### config.mk
export PLATFORM = sky130hd
export DESIGN_NAME = block_inode_bitmap_allocator_core
export DESIGN_NICKNAME = d
export VERILOG_FILES = /design/src/sv/biba_pkg.sv /design/src/sv/biba_word_scan.sv /design/src/sv/biba_block_map.sv /design/src/sv/block_inode_bitmap_allocator_core.sv
export VERILOG_INCLUDE_DIRS = /design/src /design/src/sv
export SDC_FILE = /design/constraint.sdc
export NUM_CORES = 1
export LEC_CHECK = 0
export BUFFER_PORTS_ARGS = -buffer_cell sky130_fd_sc_hd__buf_4
export CAP_MARGIN = 30
export CORE_UTILIZATION = 50
export CTS_CLUSTER_SIZE = 12
export DETAILED_ROUTE_END_ITERATION = 8
export PLACE_DENSITY = 0.8
export SLEW_MARGIN = 20
export SYNTH_ARGS = -nofsm -noshare
export SYNTH_HDL_FRONTEND = slang
export SYNTH_SLANG_ARGS = --single-unit
### constraint.sdc
create_clock -name clk -period 6.96 [get_ports clk]
set_clock_uncertainty 0.2 [all_clocks]
set_input_delay 0.348 -clock clk [delete_from_list [all_inputs] [get_ports clk]]
set_output_delay 0.348 -clock clk [all_outputs]
set_load 0.05 [all_outputs]
### src/sv/block_inode_bitmap_allocator_core_defines.svh
// Assertion macros for the block/inode bitmap allocator.
// Included by the modules that carry assertions; no other dependencies.
`ifndef BLOCK_INODE_BITMAP_ALLOCATOR_CORE_DEFINES_SVH
`define BLOCK_INODE_BITMAP_ALLOCATOR_CORE_DEFINES_SVH

`ifndef SYNTH
// same-cycle implication, checked at every clock edge out of reset
`define BIBA_ASSERT_NOW(label, ante, cons) \
  label: assert property (@(posedge clk) disable iff (rst) (ante) |-> (cons)) \
    else $error("allocator assertion failed");
// next-cycle implication
`define BIBA_ASSERT_NEXT(label, ante, cons) \
  label: assert property (@(posedge clk) disable iff (rst) (ante) |=> (cons)) \
    else $error("allocator assertion failed");
`else
`define BIBA_ASSERT_NOW(label, ante, cons)
`define BIBA_ASSERT_NEXT(label, ante, cons)
`endif

`endif

### src/sv/biba_pkg.sv
// Shared constants, types and opcodes of the block/inode bitmap allocator.
// No dependencies; imported by every module of the block.
package biba_pkg;

  // map geometry
  localparam int BLOCK_COUNT      = 128;
  localparam int INODE_COUNT      = 32;
  localparam int FIRST_USER_INODE = 11;

  // the bitmaps are scanned one 16-bit word per step
  localparam int WORD_W    = 16;
  localparam int POS_W     = $clog2(WORD_W);
  localparam int ZCNT_W    = $clog2(WORD_W + 1);
  localparam int BLK_ROWS  = BLOCK_COUNT / WORD_W;
  localparam int INO_ROWS  = INODE_COUNT / WORD_W;
  localparam int ROW_W     = $clog2(BLK_ROWS);
  localparam int INO_ROW_W = (INO_ROWS > 1) ? $clog2(INO_ROWS) : 1;

  localparam int INO_FIRST_ROW = FIRST_USER_INODE / WORD_W;
  localparam int INO_FIRST_BIT = FIRST_USER_INODE % WORD_W;

  // field widths
  localparam int OP_W      = 3;
  localparam int BLK_IDX_W = 7;
  localparam int INO_IDX_W = 5;
  localparam int BLK_CNT_W = 8;
  localparam int INO_CNT_W = 6;

  // opcodes
  localparam logic [OP_W-1:0] OP_FIND_BLOCK = 3'd0;
  localparam logic [OP_W-1:0] OP_FIND_INODE = 3'd1;
  localparam logic [OP_W-1:0] OP_MARK_USED  = 3'd2;
  localparam logic [OP_W-1:0] OP_MARK_FREE  = 3'd3;
  localparam logic [OP_W-1:0] OP_CHECK      = 3'd4;

  // block map write port
  typedef struct packed {
    logic              en;
    logic [ROW_W-1:0]  addr;
    logic [WORD_W-1:0] data;
  } map_wr_t;

endpackage

### src/sv/biba_word_scan.sv
// Shared word unit: first zero bit at or above a start position, and zero count.
// Depends on biba_pkg.
module biba_word_scan
  import biba_pkg::*;
(
  input  logic [WORD_W-1:0] word,
  input  logic [POS_W-1:0]  start_bit,
  output logic              found,
  output logic [POS_W-1:0]  pos,
  output logic [ZCNT_W-1:0] zeros
);

  logic [WORD_W-1:0] masked;

  // bits below the start position count as used
  always_comb begin
    for (int i = 0; i < WORD_W; i++) begin
      masked[i] = word[i] | (POS_W'(i) < start_bit);
    end
  end

  // priority search from the low end
  always_comb begin
    found = 1'b0;
    pos   = '0;
    for (int i = WORD_W - 1; i >= 0; i--) begin
      if (!masked[i]) begin
        found = 1'b1;
        pos   = POS_W'(i);
      end
    end
  end

  // free bits in the whole word
  always_comb begin
    zeros = '0;
    for (int i = 0; i < WORD_W; i++) begin
      zeros = zeros + ZCNT_W'(!word[i]);
    end
  end

endmodule

### src/sv/biba_block_map.sv
// Block-use bitmap: BLK_ROWS words of WORD_W bits, one write and one registered read.
// Row valid bits make an unwritten row read as all free after reset. Depends on biba_pkg.
module biba_block_map
  import biba_pkg::*;
(
  input  logic              clk,
  input  logic              rst,
  input  logic [ROW_W-1:0]  rd_addr,
  output logic [WORD_W-1:0] rd_data,
  input  map_wr_t           wr
);

  logic [WORD_W-1:0]   mem [BLK_ROWS];
  logic [BLK_ROWS-1:0] row_vld;
  logic [WORD_W-1:0]   rdata_q;
  logic                rvld_q;

  // storage write and registered read
  always_ff @(posedge clk) begin
    if (wr.en) begin
      mem[wr.addr] <= wr.data;
    end
    rdata_q <= mem[rd_addr];
  end

  // row valid bits
  always_ff @(posedge clk) begin
    if (rst) begin
      row_vld <= '0;
      rvld_q  <= 1'b0;
    end else begin
      if (wr.en) begin
        row_vld[wr.addr] <= 1'b1;
      end
      rvld_q <= row_vld[rd_addr];
    end
  end

  assign rd_data = rvld_q ? rdata_q : '0;

endmodule

### src/sv/block_inode_bitmap_allocator_core.sv
// Block/inode bitmap allocator: find-first-free, mark, and free-space check.
// One item at a time; a shared 16-bit word unit scans one map word per cycle.
// Steps: IDLE accepts, FETCH reads a map row, SCAN walks the rows or MARK writes
// one bit, DONE loads the result; a mark with no block and other opcodes go
// from IDLE straight to DONE. A new item is taken only back in IDLE.
// rst (sync, high): maps all free, counters full, no result pending.
`include "block_inode_bitmap_allocator_core_defines.svh"
module block_inode_bitmap_allocator_core
  import biba_pkg::*;
(
  input  logic        clk,
  input  logic        rst,
  input  logic        s_tvalid,
  output logic        s_tready,
  // [6:0] block_index, [7] block_valid, [12:8] inode_index, [13] inode_valid,
  // [21:14] blocks_needed, [23:22] zero
  input  logic [23:0] s_tdata,
  // [2:0] opcode
  input  logic [2:0]  s_tuser,
  output logic        m_tvalid,
  input  logic        m_tready,
  // [0] status, [8:1] block_number, [13:9] free_inode_index, [21:14] blocks_free,
  // [27:22] inodes_free, [31:28] zero
  output logic [31:0] m_tdata
);

  typedef enum logic [4:0] {
    S_IDLE  = 5'b00001,
    S_FETCH = 5'b00010,
    S_SCAN  = 5'b00100,
    S_MARK  = 5'b01000,
    S_DONE  = 5'b10000
  } state_t;

  state_t               state;
  logic [OP_W-1:0]      op;
  logic [BLK_IDX_W-1:0] blk_idx;
  logic [7:0]           needed;
  logic [ROW_W-1:0]     scan_row;
  logic [BLK_CNT_W-1:0] acc;
  logic [INODE_COUNT-1:0] inode_map;
  logic [BLK_CNT_W-1:0] free_blk;
  logic [INO_CNT_W-1:0] free_ino;
  logic                 res_status;
  logic [BLK_CNT_W-1:0] res_blk_num;
  logic [INO_IDX_W-1:0] res_ino;

  // input fields
  logic [OP_W-1:0]      in_op;
  logic [BLK_IDX_W-1:0] in_blk_idx;
  logic                 in_blk_vld;
  logic [INO_IDX_W-1:0] in_ino_idx;
  logic                 in_ino_vld;
  logic [7:0]           in_needed;
  logic                 accept;

  assign in_op      = s_tuser;
  assign in_blk_idx = s_tdata[6:0];
  assign in_blk_vld = s_tdata[7];
  assign in_ino_idx = s_tdata[12:8];
  assign in_ino_vld = s_tdata[13];
  assign in_needed  = s_tdata[21:14];
  assign s_tready   = (state == S_IDLE);
  assign accept     = s_tvalid && s_tready;

  // block map and its read address: next row is fetched while scanning this one
  logic [ROW_W-1:0]  rd_addr;
  logic [WORD_W-1:0] blk_rdata;
  map_wr_t           map_wr;

  assign rd_addr = (state == S_SCAN) ? scan_row + ROW_W'(1) : scan_row;

  biba_block_map u_map (
    .clk     (clk),
    .rst     (rst),
    .rd_addr (rd_addr),
    .rd_data (blk_rdata),
    .wr      (map_wr)
  );

  // shared word unit
  logic [INO_ROW_W-1:0] ino_row;
  logic [WORD_W-1:0]    scan_word;
  logic [POS_W-1:0]     start_bit;
  logic                 w_found;
  logic [POS_W-1:0]     w_pos;
  logic [ZCNT_W-1:0]    w_zeros;
  logic                 find_ino;

  assign find_ino  = (op == OP_FIND_INODE);
  assign ino_row   = scan_row[INO_ROW_W-1:0];
  assign scan_word = find_ino ? inode_map[ino_row*WORD_W +: WORD_W] : blk_rdata;
  assign start_bit = (find_ino && scan_row == ROW_W'(INO_FIRST_ROW)) ?
                     POS_W'(INO_FIRST_BIT) : '0;

  biba_word_scan u_scan (
    .word      (scan_word),
    .start_bit (start_bit),
    .found     (w_found),
    .pos       (w_pos),
    .zeros     (w_zeros)
  );

  // scan step values
  logic                 last_row;
  logic [BLK_CNT_W-1:0] acc_sum;

  assign last_row = find_ino ? (scan_row == ROW_W'(INO_ROWS - 1))
                             : (scan_row == ROW_W'(BLK_ROWS - 1));
  assign acc_sum  = acc + BLK_CNT_W'(w_zeros);

  // read-modify-write of one block bit
  logic [WORD_W-1:0] mark_word;
  always_comb begin
    mark_word = blk_rdata;
    mark_word[blk_idx[POS_W-1:0]] = (op == OP_MARK_USED);
  end

  assign map_wr.en   = (state == S_MARK);
  assign map_wr.addr = scan_row;
  assign map_wr.data = mark_word;

  // sequencer
  always_ff @(posedge clk) begin
    if (rst) begin
      state     <= S_IDLE;
      inode_map <= '0;
      free_blk  <= BLK_CNT_W'(BLOCK_COUNT);
      free_ino  <= INO_CNT_W'(INODE_COUNT);
      m_tvalid  <= 1'b0;
    end else begin
      // in S_DONE the result register is reloaded instead
      if (m_tvalid && m_tready && state != S_DONE) begin
        m_tvalid <= 1'b0;
      end
      case (state)
        S_IDLE: begin
          if (accept) begin
            op          <= in_op;
            blk_idx     <= in_blk_idx;
            needed      <= in_needed;
            acc         <= '0;
            res_status  <= 1'b0;
            res_blk_num <= '0;
            res_ino     <= '0;
            case (in_op)
              OP_FIND_BLOCK, OP_CHECK: begin
                scan_row <= '0;
                state    <= S_FETCH;
              end
              OP_FIND_INODE: begin
                scan_row <= ROW_W'(INO_FIRST_ROW);
                state    <= S_FETCH;
              end
              OP_MARK_USED, OP_MARK_FREE: begin
                // inode side is done here; block side needs its row
                if (in_ino_vld) begin
                  inode_map[in_ino_idx] <= (in_op == OP_MARK_USED);
                  if (in_op == OP_MARK_USED) begin
                    if (free_ino != '0) free_ino <= free_ino - INO_CNT_W'(1);
                  end else begin
                    if (free_ino != INO_CNT_W'(INODE_COUNT)) begin
                      free_ino <= free_ino + INO_CNT_W'(1);
                    end
                  end
                end
                scan_row <= in_blk_idx[BLK_IDX_W-1:POS_W];
                state    <= in_blk_vld ? S_FETCH : S_DONE;
              end
              default: state <= S_DONE;
            endcase
          end
        end
        S_FETCH: begin
          state <= (op == OP_MARK_USED || op == OP_MARK_FREE) ? S_MARK : S_SCAN;
        end
        S_SCAN: begin
          case (op)
            OP_FIND_BLOCK: begin
              if (w_found) begin
                res_blk_num <= BLK_CNT_W'({scan_row, w_pos}) + BLK_CNT_W'(1);
                state       <= S_DONE;
              end else if (last_row) begin
                res_status <= 1'b1;
                state      <= S_DONE;
              end else begin
                scan_row <= scan_row + ROW_W'(1);
              end
            end
            OP_FIND_INODE: begin
              if (w_found) begin
                res_ino <= INO_IDX_W'({scan_row, w_pos});
                state   <= S_DONE;
              end else if (last_row) begin
                res_status <= 1'b1;
                state      <= S_DONE;
              end else begin
                scan_row <= scan_row + ROW_W'(1);
              end
            end
            OP_CHECK: begin
              acc <= acc_sum;
              if (last_row) begin
                res_status <= (needed > acc_sum);
                state      <= S_DONE;
              end else begin
                scan_row <= scan_row + ROW_W'(1);
              end
            end
            default: state <= S_DONE;
          endcase
        end
        S_MARK: begin
          // counter moves whether or not the bit changed
          if (op == OP_MARK_USED) begin
            if (free_blk != '0) free_blk <= free_blk - BLK_CNT_W'(1);
          end else begin
            if (free_blk != BLK_CNT_W'(BLOCK_COUNT)) free_blk <= free_blk + BLK_CNT_W'(1);
          end
          state <= S_DONE;
        end
        S_DONE: begin
          if (!m_tvalid || m_tready) begin
            m_tvalid <= 1'b1;
            state    <= S_IDLE;
          end
        end
        default: state <= S_IDLE;
      endcase
    end
  end

  // result register
  always_ff @(posedge clk) begin
    if (state == S_DONE && (!m_tvalid || m_tready)) begin
      m_tdata <= {4'b0, free_ino, free_blk, res_ino, res_blk_num, res_status};
    end
  end

  `BIBA_ASSERT_NOW(a_blk_cnt_range, 1'b1, free_blk <= BLK_CNT_W'(BLOCK_COUNT))
  `BIBA_ASSERT_NOW(a_ino_cnt_range, 1'b1, free_ino <= INO_CNT_W'(INODE_COUNT))
  `BIBA_ASSERT_NEXT(a_busy_after_accept, accept, !s_tready)
  `BIBA_ASSERT_NEXT(a_mark_one_write, state == S_MARK, state == S_DONE && !map_wr.en)
  `BIBA_ASSERT_NOW(a_fail_no_number, m_tvalid && m_tdata[0], m_tdata[13:1] == 13'd0)

endmodule
==> impl_metrics.ini, run 1 <==
[power]
leakage_nw = 5.65
power_mw = 3.41
power_frac_seq = 0.515
powerDensity_nw_per_um2 = 231
share_comb_of_total_power = 0.055
switching_share = 0.215
p_clk_frac = 0.430
ir_drop_v = 0.000228
internal_power_mw = 2.68
p_switching_uw = 733

[sta]
worst_pin_slew_ns = 0.881
slew_violations = 0
fin_tns_setup_ns = 0
rsz0062_at_grt = true
fmaxAchievable_mhz = 145
setup_slack_ns = 0.0834
hold_viol_final = 0
setup-violations-final = 0
max_slew_margin = 0.398
fin_crit_sh = 0.988
fin_crit_ns = 6.88

[floorplan]
dieHeight_um = 161
row_count = 57
ioPinCount = 65
die-area_um2 = 25800
coreArea_um2 = 24500
initial_core_util = 0.514
chipWidth_um = 161

[grt]
grt_pass1_vias = 7872
grt_pass1_wl_um = 42400
grt_antenna_before_repair = 0
grtUsageTotal = 0.211
grt-ovfl-total = 0
grt_max_degree = 65

[layout]
layoutNonFillerInstCount = 1423
drive_gt1_frac = 0.219
nNetsFinal = 1151
n_fill_cell = 1867
antenna_cells = 0
area_growth_pct = 17.5
design_area_um2 = 14800

[min_path]
min_from = s_tdata[8]
hold_path_class = in2reg
hold_depth = 4

[clocking]
cts_tree = yes
htreeDepth = 1
ctsLongestPathBuffers = 3
cts_buffers = 29
clk_latency_ns = 0.56
root_buffer = clkbuf_16
path_clk_slew_ns = 0.06
clock-sinks = 273

[placed_design]
placedCellCount = 1338
place_congestion = 0.932
io_buffers = 58
place_ws_ns = -0.193
dp_hpwl_um = 17700
postPlaceCellArea_um2 = 13500

[yosys]
ys.flop_type = edfxtp_1
synth-xor-area-share = 0.0181
yosysWarnings = 0
synth_compound_area_frac = 0.0775
synth_area_um2 = 12600
ys_seq_area_frac = 0.591
ys_ff_latch = 273
yosysMostFrequentCell = edfxtp_1
async_flop_share = 0
synth.distinct_cells = 74
synth_top_family_by_area = multiplexers
yosys.area_share.simple = 0.111
synth_fa_ha_area_frac = 0.0516
synthTopCellsByArea = edfxtp_1 (47%), dfxtp_1 (12%), mux4_2 (6.1%)
syn_avg_cell_area_um2 = 13.1
synthCells = 959
synth_top_area_cell = edfxtp_1
synth.top_cell.area_share = 0.468
synth_edf_count = 196
synth_commonest_cells = edfxtp_1 (196), nor2_1 (110), dfxtp_1 (77)
synthMuxAreaShare = 0.122

[worst_setup_path]
r2r_start = op[2]$_DFFE_PP_
endpoint_kind = flip-flop
cp_slowest_cell = fa_1
crit_fanout = 3
reg2reg_depth = 26
crit_family = adder cells
cp.required_ns = 7.06
worst-path-stages = 26
start_kind = flip-flop
crit_type = reg2reg
max_stage_delay_ns = 0.57
cp-startpoint = op[2]$_DFFE_PP_
critPathArrivalTime_ns = 6.97
path_buf_inv = 7

[detailed_routing]
wl_per_cell_um = 19.0
drc = 0
drtPass1Iterations = 6
dr.first_iter.drc_count = 771
wl_um = 27000
vias = 8046
postRouteAntennaNets = 0
via_per_inst = 5.65

[flow_run]
cap_violations = 0

[run_status]
status = finished, final reports clean
-- through the flow --
step | util | hold WS [ns]
final | 0.604 | 0.0295
after detailed placement | 0.552 | 0.205
after CTS | 0.601 | 0.0161
after global placement | 0.552 | 0.203
after floorplan | - | 0.200
after global routing | 0.604 | 0.0608
-- cells in the final DEF (no fill, tap or decap), types with 11 or more instances in the layout --
cell type / netlist / layout
fa_1: 13 / 11
nor2_1: 110 / 110
a21oi_1: 49 / 46
edfxtp_1: 196 / 196
mux4_2: 34 / 34
nor3_1: 27 / 25
ha_1: 31 / 29
mux2i_1: 47 / 47
o21ai_0: 28 / 28
dfxtp_1: 77 / 77
xnor2_1: 18 / 17
buf_4: 4 / 97
nand3_1: 20 / 20
nor2b_1: 12 / 11
mux2_2: 23 / 23
or3_1: 12 / 12
clkbuf_1: 25 / 13
inv_1: 38 / 32
nand2_1: 55 / 55
clkbuf_16: 0 / 29
dlygate4sd3_1: 0 / 24
nand2b_1: 11 / 11
-- final cells by class --
cell class / instances / area, um^2 / area share
sequential: 273 / 7430 / 0.503
multi-input combinational: 610 / 4890 / 0.331
timing repair buffer: 123 / 985 / 0.0667
clock buffer: 46 / 830 / 0.0562
tap: 324 / 405 / 0.0275
inverter: 39 / 146 / 0.00992
clock inverter: 8 / 83.8 / 0.00568
-- layer usage --
layer / up-vias / GRT usage / part of all wire
met2: 310 / 0.353 / 0.48
met1: 3877 / 0.279 / 0.42
li1: 3787 / - / -
met4: 0 / 0.0701 / 0.035
met5: - / 0 / 0
met3: 72 / 0.0390 / 0.072
-- cells by family after synthesis --
family | Yosys count
AND/OR/NAND/NOR | 287
flip-flops | 273
AO/OA/AOI/OAI | 143
multiplexers | 106
buffers and inverters | 79
adder cells (fa/ha/maj) | 44
XOR/XNOR | 26
other | 1
-- power groups by stage --
stage | clock (mW) | sequential, mW | combinational (mW)
global route | 1.56 | 1.76 | 0.203
floorplan | 0 | 1.79 | 0.118
finish | 1.47 | 1.76 | 0.187
global placement | 0 | 1.79 | 0.167
detailed placement | 0 | 1.79 | 0.171
CTS | 1.49 | 1.76 | 0.184
-- state kept, by name (all words and copies together) (netlist names), 8 cells and up --
name	cells
u_map.mem	128
inode_map	32
m_tdata	28
u_map.rdata_q	16
acc	8
free_blk	8
needed	8
res_blk_num	8
u_map.row_vld	8
-- repair_timing --
action,CTS,global route
gates resized for setup,2,13
hold endpoints to repair,22,0
cloned,0,0
hold buffers,24,0
buffers inserted,4,2
setup endpoints to repair,1,1
pin swaps,5,15
-- tightest hold or removal path: cells and delay by family --
kind                   cells  cell delay (ns)
buffers and inverters      1             0.17
AND/OR/NAND/NOR            2             0.17
multiplexers               1             0.07
-- path summary, 6_finish.rpt --
path                                 to  slack (ns)
max reg2reg    res_status$_SDFFCE_PP0P_        0.08
min          inode_map[19]$_SDFFE_PP0P_        0.03
max            res_status$_SDFFCE_PP0P_        0.08
min reg2reg        m_tdata[2]$_DFFE_PP_        0.22
(Power assumes the default switching activity.)
==> run 2: changes to the inputs <==
Settings changed: REMOVE_ABC_BUFFERS from default to 1.
==> impl_metrics.ini, run 2 (synthesized netlist as in run 1, its figures left out) <==
[sta]
worst_pin_slew_ns = 0.954
holdWs_ns = 0.0383
fmaxAchievable_mhz = 147
fin_crit_sh = 0.975
max_slew_margin = 0.364
slew_violations = 0
rsz0062_at_grt = true
setup-violations-final = 0
hold_viol_final = 0
fin_crit_ns = 6.79

[layout]
nNetsFinal = 1150
final_common_cell = edfxtp_1
top_register = u_map.mem
antenna_cells = 0
top_regs = u_map.mem x128, inode_map x32, m_tdata x28
final_cell_mix = edfxtp_1 (196), nor2_1 (109), buf_4 (97)
largest_reg_flops = 128
area_growth_pct = 17.6
drive_gt1_frac = 0.218

[floorplan]
die-area_um2 = 25800
chipWidth_um = 161
initial_core_util = 0.514
coreArea_um2 = 24500
dieHeight_um = 161
row_count = 57
ioPinCount = 65

[grt]
grtUsageTotal = 0.212
grt_pass1_wl_um = 42600
grt-ovfl-total = 0
grt_max_degree = 65
grt_antenna_before_repair = 0
grt_pass1_vias = 7901

[clocking]
root_buffer = clkbuf_16
cts_buffers = 29
clk_latency_ns = 0.55
ctsLongestPathBuffers = 3
clock-sinks = 273
cts_tree = yes
path_clk_slew_ns = 0.06
htreeDepth = 1

[detailed_routing]
wl_um = 27100
via_per_inst = 5.74
postRouteAntennaNets = 0
dr.first_iter.drc_count = 705
wl_per_cell_um = 19.1
drc = 0
vias = 8154
drtPass1Iterations = 8

[power]
leakage_nw = 5.67
internal_power_mw = 2.72
share_comb_of_total_power = 0.055
power_frac_seq = 0.509
power_mw = 3.45
switching_share = 0.211
p_clk_frac = 0.435
p_switching_uw = 728
ir_drop_v = 0.000183
powerDensity_nw_per_um2 = 234

[worst_setup_path]
reg2reg_depth = 26
endpoint = res_status$_SDFFCE_PP0P_
critPathArrivalTime_ns = 6.87
endpoint_kind = flip-flop
crit_type = reg2reg
crit_fanout = 4
start_kind = flip-flop
reg2reg_slack_ns = 0.17
r2r_start = op[2]$_DFFE_PP_
r2r_end = res_status$_SDFFCE_PP0P_
cp-startpoint = op[2]$_DFFE_PP_
cp.required_ns = 7.04

[placed_design]
place_congestion = 0.921
io_buffers = 58
dp_hpwl_um = 17800

[min_path]
hold_path_class = in2reg

[run_status]
status = finished, final reports clean

[flow_run]
cap_violations = 0
[run 2: worst min-delay path by stage]
stage / end / slack, ns / depth (start not counted) / start
after detailed placement: m_tdata[5]$_DFFE_PP_ / 0.20 / 0 / res_blk_num[4]$_SDFFCE_PP0P_
after global routing: inode_map[31]$_SDFFE_PP0P_ / 0.05 / 4 / s_tdata[8]
after floorplan: m_tdata[0]$_DFFE_PP_ / 0.20 / 0 / res_status$_SDFFCE_PP0P_
after CTS: inode_map[31]$_SDFFE_PP0P_ / 0.03 / 4 / s_tdata[8]
final: inode_map[31]$_SDFFE_PP0P_ / 0.04 / 4 / s_tdata[8]
after global placement: m_tdata[4]$_DFFE_PP_ / 0.20 / 0 / res_blk_num[3]$_SDFFCE_PP0P_
[run 2: per-layer routing]
metal | global-route usage | wire (um)
met1 | 0.279 | 11200
met2 | 0.361 | 13400
met3 | 0.0289 | 1540
met4 | 0.0758 | 920
met5 | 0.00379 | 0
[run 2: critical path, cell delays in order, from the launching register on]
cell	delay [ns]
edfxtp_1	0.42
nor3b_2	0.21
buf_4	0.18
mux2i_4	0.26
inv_2	0.08
ha_4	0.26
inv_2	0.03
fa_1	0.52
inv_1	0.05
fa_1	0.46
fa_1	0.52
fa_1	0.52
fa_2	0.21
inv_2	0.04
fa_1	0.51
inv_2	0.04
fa_1	0.40
a21oi_1	0.18
nor2_1	0.08
nor2_2	0.15
xor2_1	0.23
ha_1	0.28
o21a_1	0.12
o21a_1	0.17
o211ai_1	0.18
a21o_1	0.14
a31oi_1	0.07
[run 2: area by class of cell]
cell class | instances | area [um^2]
Fill cell | 1839 | 9680
Clock buffer | 48 | 881
Multi-Input combinational cell | 610 | 4890
Inverter | 39 | 146
Sequential cell | 273 | 7430
Timing Repair Buffer | 122 | 973
Tap cell | 324 | 405
Clock inverter | 5 | 55.1
[run 2: metrics by stage]
step / util / setup WS (ns) / TNS (ns) / cell area (um^2) / std cells
2_1_floorplan: - / -0.580 / -0.580 / 12400 / 922
3_3_place_gp: 0.552 / 0.0213 / 0 / 13500 / 1338
3_5_place_dp: 0.552 / -0.0275 / -0.0275 / 13500 / 1338
4_1_cts: 0.601 / 0.0144 / 0 / 14700 / 1417
5_1_grt: 0.604 / -0.104 / -0.104 / 14800 / 1421
6_report: 0.604 / 0.174 / 0 / 14800 / 1421
[run 2: power by group through the flow]
stage          sequential, mW  clock, mW  combinational [mW]
6_report                 1.76       1.50               0.190
5_1_grt                  1.76       1.59               0.206
4_1_cts                  1.76       1.53               0.183
3_5_place_dp             1.79          0               0.170
3_3_place_gp             1.79          0               0.167
2_1_floorplan            1.79          0               0.105
[run 2: what timing repair did]
action                                 in CTS  in global routing
endpoints found under the hold margin      22                  0
pin swaps                                   1                 11
hold buffers                               24                  0
setup endpoints to repair                   1                  1
resized for setup                           2                 15
setup buffers                               2                  3
==> run 3: changes to the inputs <==
Settings changed: PLACE_DENSITY 0.8 to 0.7, RECOVER_POWER from default to 100.
==> impl_metrics.ini, run 3 (synthesized netlist as in run 1, its figures left out) <==
[clocking]
ctsLongestPathBuffers = 3
cts_buffers = 29
cts_tree = yes
root_buffer = clkbuf_16
clk_latency_ns = 0.56
path_clk_slew_ns = 0.06
htreeDepth = 1
clock-sinks = 273

[sta]
setup_slack_ns = 0.160
holdWs_ns = 0.0364
slew_violations = 0
worst_pin_slew_ns = 0.954
max_slew_margin = 0.362
setup-violations-final = 0
hold_viol_final = 0
fin_crit_sh = 0.977
fin_crit_ns = 6.80
rsz0062_at_grt = true
fmaxAchievable_mhz = 147

[placed_design]
io_buffers = 58
dp_hpwl_um = 17500
place_ws_ns = -0.0748
place_congestion = 0.885
placedCellCount = 1340

[floorplan]
coreArea_um2 = 24500
initial_core_util = 0.514
row_count = 57
die-area_um2 = 25800
chipWidth_um = 161
ioPinCount = 65
dieHeight_um = 161

[power]
leakage_nw = 5.53
p_switching_uw = 737
power_mw = 3.43
switching_share = 0.215
p_clk_frac = 0.432
ir_drop_v = 0.000254
powerDensity_nw_per_um2 = 234
internal_power_mw = 2.69
share_comb_of_total_power = 0.056
power_frac_seq = 0.512

[layout]
drive_gt1_frac = 0.191
top_regs = u_map.mem x128, inode_map x32, m_tdata x28
final_cell_mix = edfxtp_1 (196), nor2_1 (109), dfxtp_1 (77)
n_fill_cell = 1929
largest_reg_flops = 128
final_common_cell = edfxtp_1
fin_util = 0.599
layoutNonFillerInstCount = 1423
area_growth_pct = 16.6
antenna_cells = 0
top_register = u_map.mem
nNetsFinal = 1151

[min_path]
hold_path_class = in2reg
hold_depth = 4

[grt]
grt_pass1_vias = 7837
grt_max_degree = 65
grt-ovfl-total = 0
grt_pass1_wl_um = 42400
grtUsageTotal = 0.212
grt_antenna_before_repair = 0

[worst_setup_path]
crit_type = reg2reg
start_kind = flip-flop
reg2reg_depth = 26
endpoint_kind = flip-flop
crit_fanout = 4
cp.required_ns = 7.04
reg2reg_slack_ns = 0.16
critPathArrivalTime_ns = 6.88

[detailed_routing]
wl_per_cell_um = 18.7
vias = 7966
postRouteAntennaNets = 0
drc = 0
via_per_inst = 5.60
drtPass1Iterations = 5
dr.first_iter.drc_count = 713
wl_um = 26700

[flow_run]
cap_violations = 0

[run_status]
status = finished, final reports clean
-- run 3: changes by cell type in the layout (fill, tap and decap cells not counted), sizes merged --
cell and delta:
inv +1, clkinv +1, buf -43, clkbuf +42
bufinv +1
-- run 3: worst max-delay path, cell delays in order, from the launching register on --
cell      delay (ns)
edfxtp_1        0.40
nor3b_2         0.18
buf_4           0.17
mux2i_4         0.24
inv_2           0.08
ha_4            0.26
inv_2           0.03
fa_1            0.52
inv_2           0.04
fa_1            0.55
fa_1            0.44
fa_1            0.58
fa_2            0.21
inv_2           0.04
fa_1            0.51
inv_2           0.05
fa_2            0.52
inv_2           0.05
ha_4            0.21
nor2b_4         0.12
o21a_1          0.16
o21a_1          0.18
o21a_1          0.18
o21a_1          0.17
o211ai_1        0.18
a21o_1          0.18
a31oi_1         0.08
-- run 3: path summary, 6_finish.rpt --
| path | from | end |
|---|---|---|
| setup / recovery | op[2]$_DFFE_PP_ | res_status$_SDFFCE_PP0P_ |
| hold / removal | s_tdata[8] | inode_map[19]$_SDFFE_PP0P_ |
| setup reg to reg | op[2]$_DFFE_PP_ | res_status$_SDFFCE_PP0P_ |
| hold reg to reg | res_ino[4]$_SDFFCE_PP0P_ | m_tdata[13]$_DFFE_PP_ |
-- run 3: routing by layer --
layer  vias to the layer above  share of wire  global-route usage
met2                       226           0.49               0.354
li1                       3785              -                   -
met5                         -              0                   0
met4                         0          0.028              0.0662
met1                      3905           0.44               0.286
met3                        50          0.051              0.0310
-- run 3: repair_timing --
action                     CTS  global route
hold buffers                24             0
buffers inserted             1             4
gates resized for setup      3            18
pin swaps                    3            20
hold endpoints to repair    22             0
setup endpoints to repair    1             1
-- run 3: layout make-up --
cell class                      count  area, um^2  share of cell area
Tap cell                          324         405              0.0277
Multi-Input combinational cell    610        4910               0.335
Timing Repair Buffer              123         857              0.0585
Sequential cell                   273        7430               0.507
Clock inverter                      8         114             0.00777
Clock buffer                       46         800              0.0546
Inverter                           39         146             0.00999
-- run 3: power by group through the flow --
stage / clock network, mW / registers (mW) / logic (mW)
after detailed placement: 0 / 1.79 / 0.175
after floorplan: 0 / 1.79 / 0.105
after global routing: 1.57 / 1.76 / 0.209
final: 1.48 / 1.76 / 0.191
after global placement: 0 / 1.79 / 0.173
after CTS: 1.51 / 1.76 / 0.187
-- run 3: metrics by stage --
step / setup TNS [ns] / cell area [um^2]
after detailed placement: -0.0748 / 13500
after global routing: -0.102 / 14700
after CTS: 0 / 14700
after floorplan: -0.580 / 12400
final: 0 / 14700
after global placement: -0.00196 / 13500
